File: src/rtl/ldr_pkg.sv
// Shared types, constants and tables of the lidar return decoder.
package ldr_pkg;

    localparam int CORDIC_STEPS_DEF = 16;
    localparam int ATAN_IDX_W       = 5;

    localparam logic [1:0] PH_HEADER = 2'd0;
    localparam logic [1:0] PH_RAY    = 2'd1;
    localparam logic [1:0] PH_RETURN = 2'd2;
    localparam logic [1:0] PH_SKIP   = 2'd3;

    localparam logic signed [27:0] HALF_PI_Q24 = 28'sd26353589;
    localparam logic signed [27:0] PI_Q24      = 28'sd52707179;
    localparam logic signed [31:0] GAIN_Q30    = 32'sd652032874;
    localparam logic [29:0]        NS_PER_SEC  = 30'd1000000000;
    localparam logic signed [27:0] POS_MAX     = 28'sd16777215;
    localparam logic signed [17:0] DIR_MAX     = 18'sd16384;

    typedef enum logic [3:0] {
        ST_BYTES, ST_CLOAD, ST_CITER, ST_CSAVE, ST_FACT0,
        ST_FACT1, ST_TIME0, ST_TIME1, ST_POS, ST_RND
    } t_state;

    typedef struct packed {
        logic                  take;
        logic                  c_load;
        logic                  c_sel;
        logic                  c_step;
        logic [ATAN_IDX_W-1:0] c_idx;
        logic                  c_save;
        logic                  fact0;
        logic                  fact1;
        logic                  time0;
        logic                  time1;
        logic                  pos_mul;
        logic                  pos_rnd;
    } t_cmd;

    typedef struct packed {
        logic ray_end;
        logic ret_end;
        logic out_busy;
    } t_status;

    function automatic logic [23:0] atan_q24(input logic [ATAN_IDX_W-1:0] idx);
        logic [23:0] v;
        case (idx)
            5'd0:    v = 24'd13176795;
            5'd1:    v = 24'd7778716;
            5'd2:    v = 24'd4110060;
            5'd3:    v = 24'd2086331;
            5'd4:    v = 24'd1047214;
            5'd5:    v = 24'd524117;
            5'd6:    v = 24'd262123;
            5'd7:    v = 24'd131069;
            5'd8:    v = 24'd65536;
            5'd9:    v = 24'd32768;
            5'd10:   v = 24'd16384;
            5'd11:   v = 24'd8192;
            5'd12:   v = 24'd4096;
            5'd13:   v = 24'd2048;
            5'd14:   v = 24'd1024;
            5'd15:   v = 24'd512;
            5'd16:   v = 24'd256;
            5'd17:   v = 24'd128;
            5'd18:   v = 24'd64;
            5'd19:   v = 24'd32;
            5'd20:   v = 24'd16;
            5'd21:   v = 24'd8;
            5'd22:   v = 24'd4;
            5'd23:   v = 24'd2;
            default: v = 24'd0;
        endcase
        return v;
    endfunction

endpackage

File: src/rtl/ldr_ctrl.sv
// Sequencer of the decoder: byte intake, CORDIC steps, factor and point math.
module ldr_ctrl #(
    parameter int CORDIC_STEPS = ldr_pkg::CORDIC_STEPS_DEF
) (
    input  logic            i_clk,
    input  logic            i_rst_n,
    input  logic            i_valid,
    output logic            o_ready,
    input  ldr_pkg::t_status i_status,
    output ldr_pkg::t_cmd   o_cmd
);
    import ldr_pkg::*;

    localparam int CW = $clog2(CORDIC_STEPS);
    localparam logic [CW-1:0] LAST_STEP = CW'(CORDIC_STEPS - 1);

    t_state        r_state, n_state;
    logic [CW-1:0] r_cnt, n_cnt;
    logic          r_sel, n_sel;
    logic          take;

    assign o_ready = (r_state == ST_BYTES) && !(i_status.out_busy && i_status.ret_end);
    assign take    = o_ready && i_valid;

    always_comb begin
        n_state = r_state;
        case (r_state)
            ST_BYTES: begin
                if (take && i_status.ray_end)      n_state = ST_CLOAD;
                else if (take && i_status.ret_end) n_state = ST_POS;
            end
            ST_CLOAD: n_state = ST_CITER;
            ST_CITER: if (r_cnt == LAST_STEP) n_state = ST_CSAVE;
            ST_CSAVE: n_state = r_sel ? ST_FACT0 : ST_CLOAD;
            ST_FACT0: n_state = ST_FACT1;
            ST_FACT1: n_state = ST_TIME0;
            ST_TIME0: n_state = ST_TIME1;
            ST_TIME1: n_state = ST_BYTES;
            ST_POS:   n_state = ST_RND;
            ST_RND:   n_state = ST_BYTES;
            default:  n_state = ST_BYTES;
        endcase
    end

    always_comb begin
        n_cnt = r_cnt;
        n_sel = r_sel;
        case (r_state)
            ST_BYTES: n_sel = 1'b0;
            ST_CLOAD: n_cnt = '0;
            ST_CITER: n_cnt = r_cnt + 1'b1;
            ST_CSAVE: n_sel = 1'b1;
            default:  n_sel = r_sel;
        endcase
    end

    always_comb begin
        o_cmd         = '0;
        o_cmd.take    = take;
        o_cmd.c_sel   = r_sel;
        o_cmd.c_idx   = ATAN_IDX_W'(r_cnt);
        case (r_state)
            ST_CLOAD: o_cmd.c_load  = 1'b1;
            ST_CITER: o_cmd.c_step  = 1'b1;
            ST_CSAVE: o_cmd.c_save  = 1'b1;
            ST_FACT0: o_cmd.fact0   = 1'b1;
            ST_FACT1: o_cmd.fact1   = 1'b1;
            ST_TIME0: o_cmd.time0   = 1'b1;
            ST_TIME1: o_cmd.time1   = 1'b1;
            ST_POS:   o_cmd.pos_mul = 1'b1;
            ST_RND:   o_cmd.pos_rnd = 1'b1;
            default:  o_cmd.take    = take;
        endcase
    end

    always_ff @(posedge i_clk) begin
        if (!i_rst_n) begin
            r_state <= ST_BYTES;
            r_cnt   <= '0;
            r_sel   <= 1'b0;
        end else begin
            r_state <= n_state;
            r_cnt   <= n_cnt;
            r_sel   <= n_sel;
        end
    end

endmodule

File: config.mk
export PLATFORM = sky130hd
export DESIGN_NAME = ldr_ctrl
export DESIGN_NICKNAME = d
export VERILOG_FILES = /design/src/rtl/ldr_pkg.sv /design/src/rtl/ldr_ctrl.sv
export SDC_FILE = /design/constraint.sdc
export NUM_CORES = 1
export LEC_CHECK = 0
export ABC_AREA = 1
export BUFFER_PORTS_ARGS = -buffer_cell sky130_fd_sc_hd__buf_2
export CORE_MARGIN = 2
export CORE_UTILIZATION = 42
export DETAILED_ROUTE_END_ITERATION = 8
export PLACE_DENSITY = 0.82
export SYNTH_ARGS = -nofsm -noshare
export SYNTH_HDL_FRONTEND = slang
export SYNTH_SLANG_ARGS = --single-unit
File: constraint.sdc
create_clock -name i_clk -period 3.3 [get_ports i_clk]
set_clock_uncertainty 0.05 [all_clocks]
set_input_delay 0.495 -clock i_clk [delete_from_list [all_inputs] [get_ports i_clk]]
set_output_delay 0.495 -clock i_clk [all_outputs]
set_load 0.01 [all_outputs]
==> summary by stage <==
Power and ir drop
Overall power consumption after layout is estimated at 0.000461 W. In this run the power spent charging and discharging nets is between 0.0002 and 0.00025 W. The internal power of the cells totals ~0.00025 W. The share of total power dissipated in the clock network is 0.190. The share of total power in sequential cells is 0.326. In this run the static leakage power is approximately 0.39 nW. Of the total power, the share spent switching nets is 0.453. The worst vdd rail ir drop is 0.000301 V.

Of the total power, combinational logic draws 0.484. Dividing total power by cell area gives a power density of ~660 mW/mm².

CTS
The number of gates resized after CTS was 0. The latest clock arrival within the worst-skew pair is 0.27 ns. The H-tree depth is 1.

Buffers inserted to repair hold after CTS numbered 0. The number of buffers created by CTS is 3. After clock tree synthesis, the clock-pin slew on the worst setup and hold paths is around 0.060 ns. The cell sitting at the root of the clock tree is a sky130_fd_sc_hd__clkbuf_4. CTS saw 9 sinks. After clock tree synthesis, the setup repair step added 0 buffers.

TritonCTS built the clock tree. The maximum buffer depth of the clock tree is 2.

Floorplanning
The initial standard-cell utilization of the core is 0.447. The number of cell rows is 13. The horizontal extent of the die is 41.2 µm. The die footprint is 0.00170 mm². In this run the vertical extent of the chip is 41.2 µm.

The total area inside the core boundary comes to 0.00130 mm². The I/O pin total is 23.

Critical path
The nature of the critical path endpoint is an output pin. The cell type group with the largest total delay on the critical path is flip-flops. STA classifies the critical path startpoint as a flop. The stage delay of the slowest cell on the critical path is 0.42 ns.

The arrival time at the worst endpoint is 1.31 ns. At the worst endpoint, the required time is about 2.8 ns. The signal on the critical path passes through inv_1 > nor3_4 > buf_2. The worst setup path is of the flop to output pin kind. Counting both buffers and inverters, the worst setup path holds a total of 2.

For this design, the slowest cell found on the critical path is sky130_fd_sc_hd__dfxtp_1. Of all nets on the critical path, the largest fanout is 7.

Routing
The number of vias in the routed layout is around 600. The average via count per standard cell is 4.83. The first routing iteration left 10 violations. In the final routed layout, each cell accounts on average for 9.76 µm.

The count of nets left with antenna violations after detail routing is 0. The length of the first detailed-routing pass in iterations is 3. Summed over all layers, the routed wires come to 1220 µm. For this run, design rule violations remaining after detail routing come to 0.

Run
The number of violations of the max-capacitance limit is 0.

Layout
Leaving out fill and tap cells, the most frequent cell in the layout is sky130_fd_sc_hd__buf_2. The flip-flop and latch area is 180 µm². The share of cells above drive strength 1 is 0.273. Summing all multi-input logic gate instances after layout gives 312 µm². Leaving out fill and tap cells, the most frequent cells in the layout are 21 x sky130_fd_sc_hd__buf_2, 19 x sky130_fd_sc_hd__nand2_1, 16 x sky130_fd_sc_hd__inv_1. The finished cells cover about 700 µm². The number of antenna repair diodes is 0.

The post-synthesis to final-layout area growth is 20.6%. The number of filler instances in the final layout is roughly 140. The total number of nets in the final design is 118.

Placement
The final weighted congestion of routability-driven global placement is 0.850. The detailed-placement wirelength estimate is 977 µm. The number of port buffers is 21. Summing all placed instances gives a cell area of 676 µm².

Timing
Setup repair after global routing left no endpoint under its margin. Of the available clock period, the critical path in the final layout requires 0.563. The maximum clock frequency is 0.538 GHz. The aggregate negative setup slack is 0 ns. The count of pins over their slew limit is 0.

The number of hold-slack violations in the final timing report is 0. The number of endpoints failing setup at the final stage is 0. The shortest clock period the worst path allows after layout is roughly 1.9 ns.

Min path
In this run the worst hold path is classified as primary input to flop.

Yosys
The cell area after synthesis is 582 µm². The warning count from the yosys run is 0. The number of synthesized flops with an enable pin is 0. The number of different library cells in the post-synthesis netlist is 23.

After synthesis, the mean cell area works out to ~6.5 µm². The synthesized instance count is 89. For this run, asynchronously set or reset flops after synthesis account for 0. The post-synthesis sequential area ratio is 0.310.

After synthesis the netlist holds a flip-flop and latch count of 9. The net count after synthesis is 96. For this run, the leading register cell type out of synthesis is sky130_fd_sc_hd__dfxtp_1.

Run status
The run finished with clean final reports.

Global route
The via count of the first global-routing pass is 485. The aggregate global routing overflow is 0. The global-route wire length before repair is 1900 µm. Across every metal layer, demand over resource in global routing totals 0.173. The pin count of the biggest net entering global routing is 8.

The number of antenna violations at the first check in global routing is 0.
==> synthesized netlist by cell type, types with 2 or more instances <==
library cell / count / area share
sky130_fd_sc_hd__buf_4: 4 / 0.052
sky130_fd_sc_hd__nor2_1: 11 / 0.071
sky130_fd_sc_hd__nand2_1: 19 / 0.12
sky130_fd_sc_hd__a21oi_1: 6 / 0.052
sky130_fd_sc_hd__dfxtp_1: 9 / 0.31
sky130_fd_sc_hd__nor2_4: 2 / 0.039
sky130_fd_sc_hd__o21ai_0: 2 / 0.017
sky130_fd_sc_hd__nand3_1: 6 / 0.052
sky130_fd_sc_hd__inv_1: 16 / 0.10
==> area by class of cell <==
cell class	count	share of cell area
timing repair buffer	21	0.150
inverter	16	0.0856
clock buffer	4	0.0374
tap	15	0.0267
multi-input combinational	60	0.444
sequential	9	0.257
==> routing by layer <==
layer / wire (µm) / GRT usage / up-vias
li1: - / - / 320
met1: 581 / 0.221 / 266
met2: 554 / 0.270 / 13
met3: 58 / 0.0326 / 5
met4: 25 / 0.0968 / 0
met5: 0 / 0 / -
==> logic make-up after synthesis <==
logic type	count (synthesis)	synth area share
AO/OA/AOI/OAI	12	0.114
adder cells (fa/ha/maj)	1	0.0215
buffers and inverters	20	0.155
flip-flops	9	0.310
other	1	0.00645
AND/OR/NAND/NOR	46	0.394
==> registers in the layout (all words and copies together) (netlist names) <==
signal	flops
r_cnt	4
r_state	4
r_sel	1
==> tightest hold or removal path, cell delays in order <==
cell and delay, ns:
sky130_fd_sc_hd__buf_2 0.11, sky130_fd_sc_hd__o21ai_0 0.06, sky130_fd_sc_hd__a21oi_1 0.04
==> per-stage QoR <==
stage               hold slack (ns)  instances   util  setup slack [ns]
finish                        0.432        125  0.539              1.44
global route                  0.435        125  0.539              1.34
global placement              0.423        121  0.519              1.70
floorplan                     0.394         89      -              1.81
detailed placement            0.435        121  0.519              1.67
CTS                           0.433        125  0.539              1.44
==> power by group through the flow <==
stage                     Sequential, W  Combinational, W  Clock (W)
final                          0.000150          0.000224  0.0000876
after floorplan                0.000149          0.000175          0
after detailed placement       0.000153          0.000224          0
after CTS                      0.000150          0.000225  0.0000897
after global routing           0.000154          0.000253  0.0000959
after global placement         0.000151          0.000221          0
==> final timing paths <==
kind	endpoint	depth (start not counted)	slack [ns]	from
max reg2reg	r_state[0]$_SDFFE_PN0P_	5	1.98	r_state[1]$_SDFFE_PN0P_
min	r_cnt[0]$_SDFFE_PN0N_	3	0.43	i_rst_n
min reg2reg	r_cnt[3]$_SDFFE_PN0N_	2	0.44	r_cnt[3]$_SDFFE_PN0N_
max	o_cmd[12]	3	1.44	r_state[1]$_SDFFE_PN0P_
No activity file was read; power rests on OpenSTA's default activity.
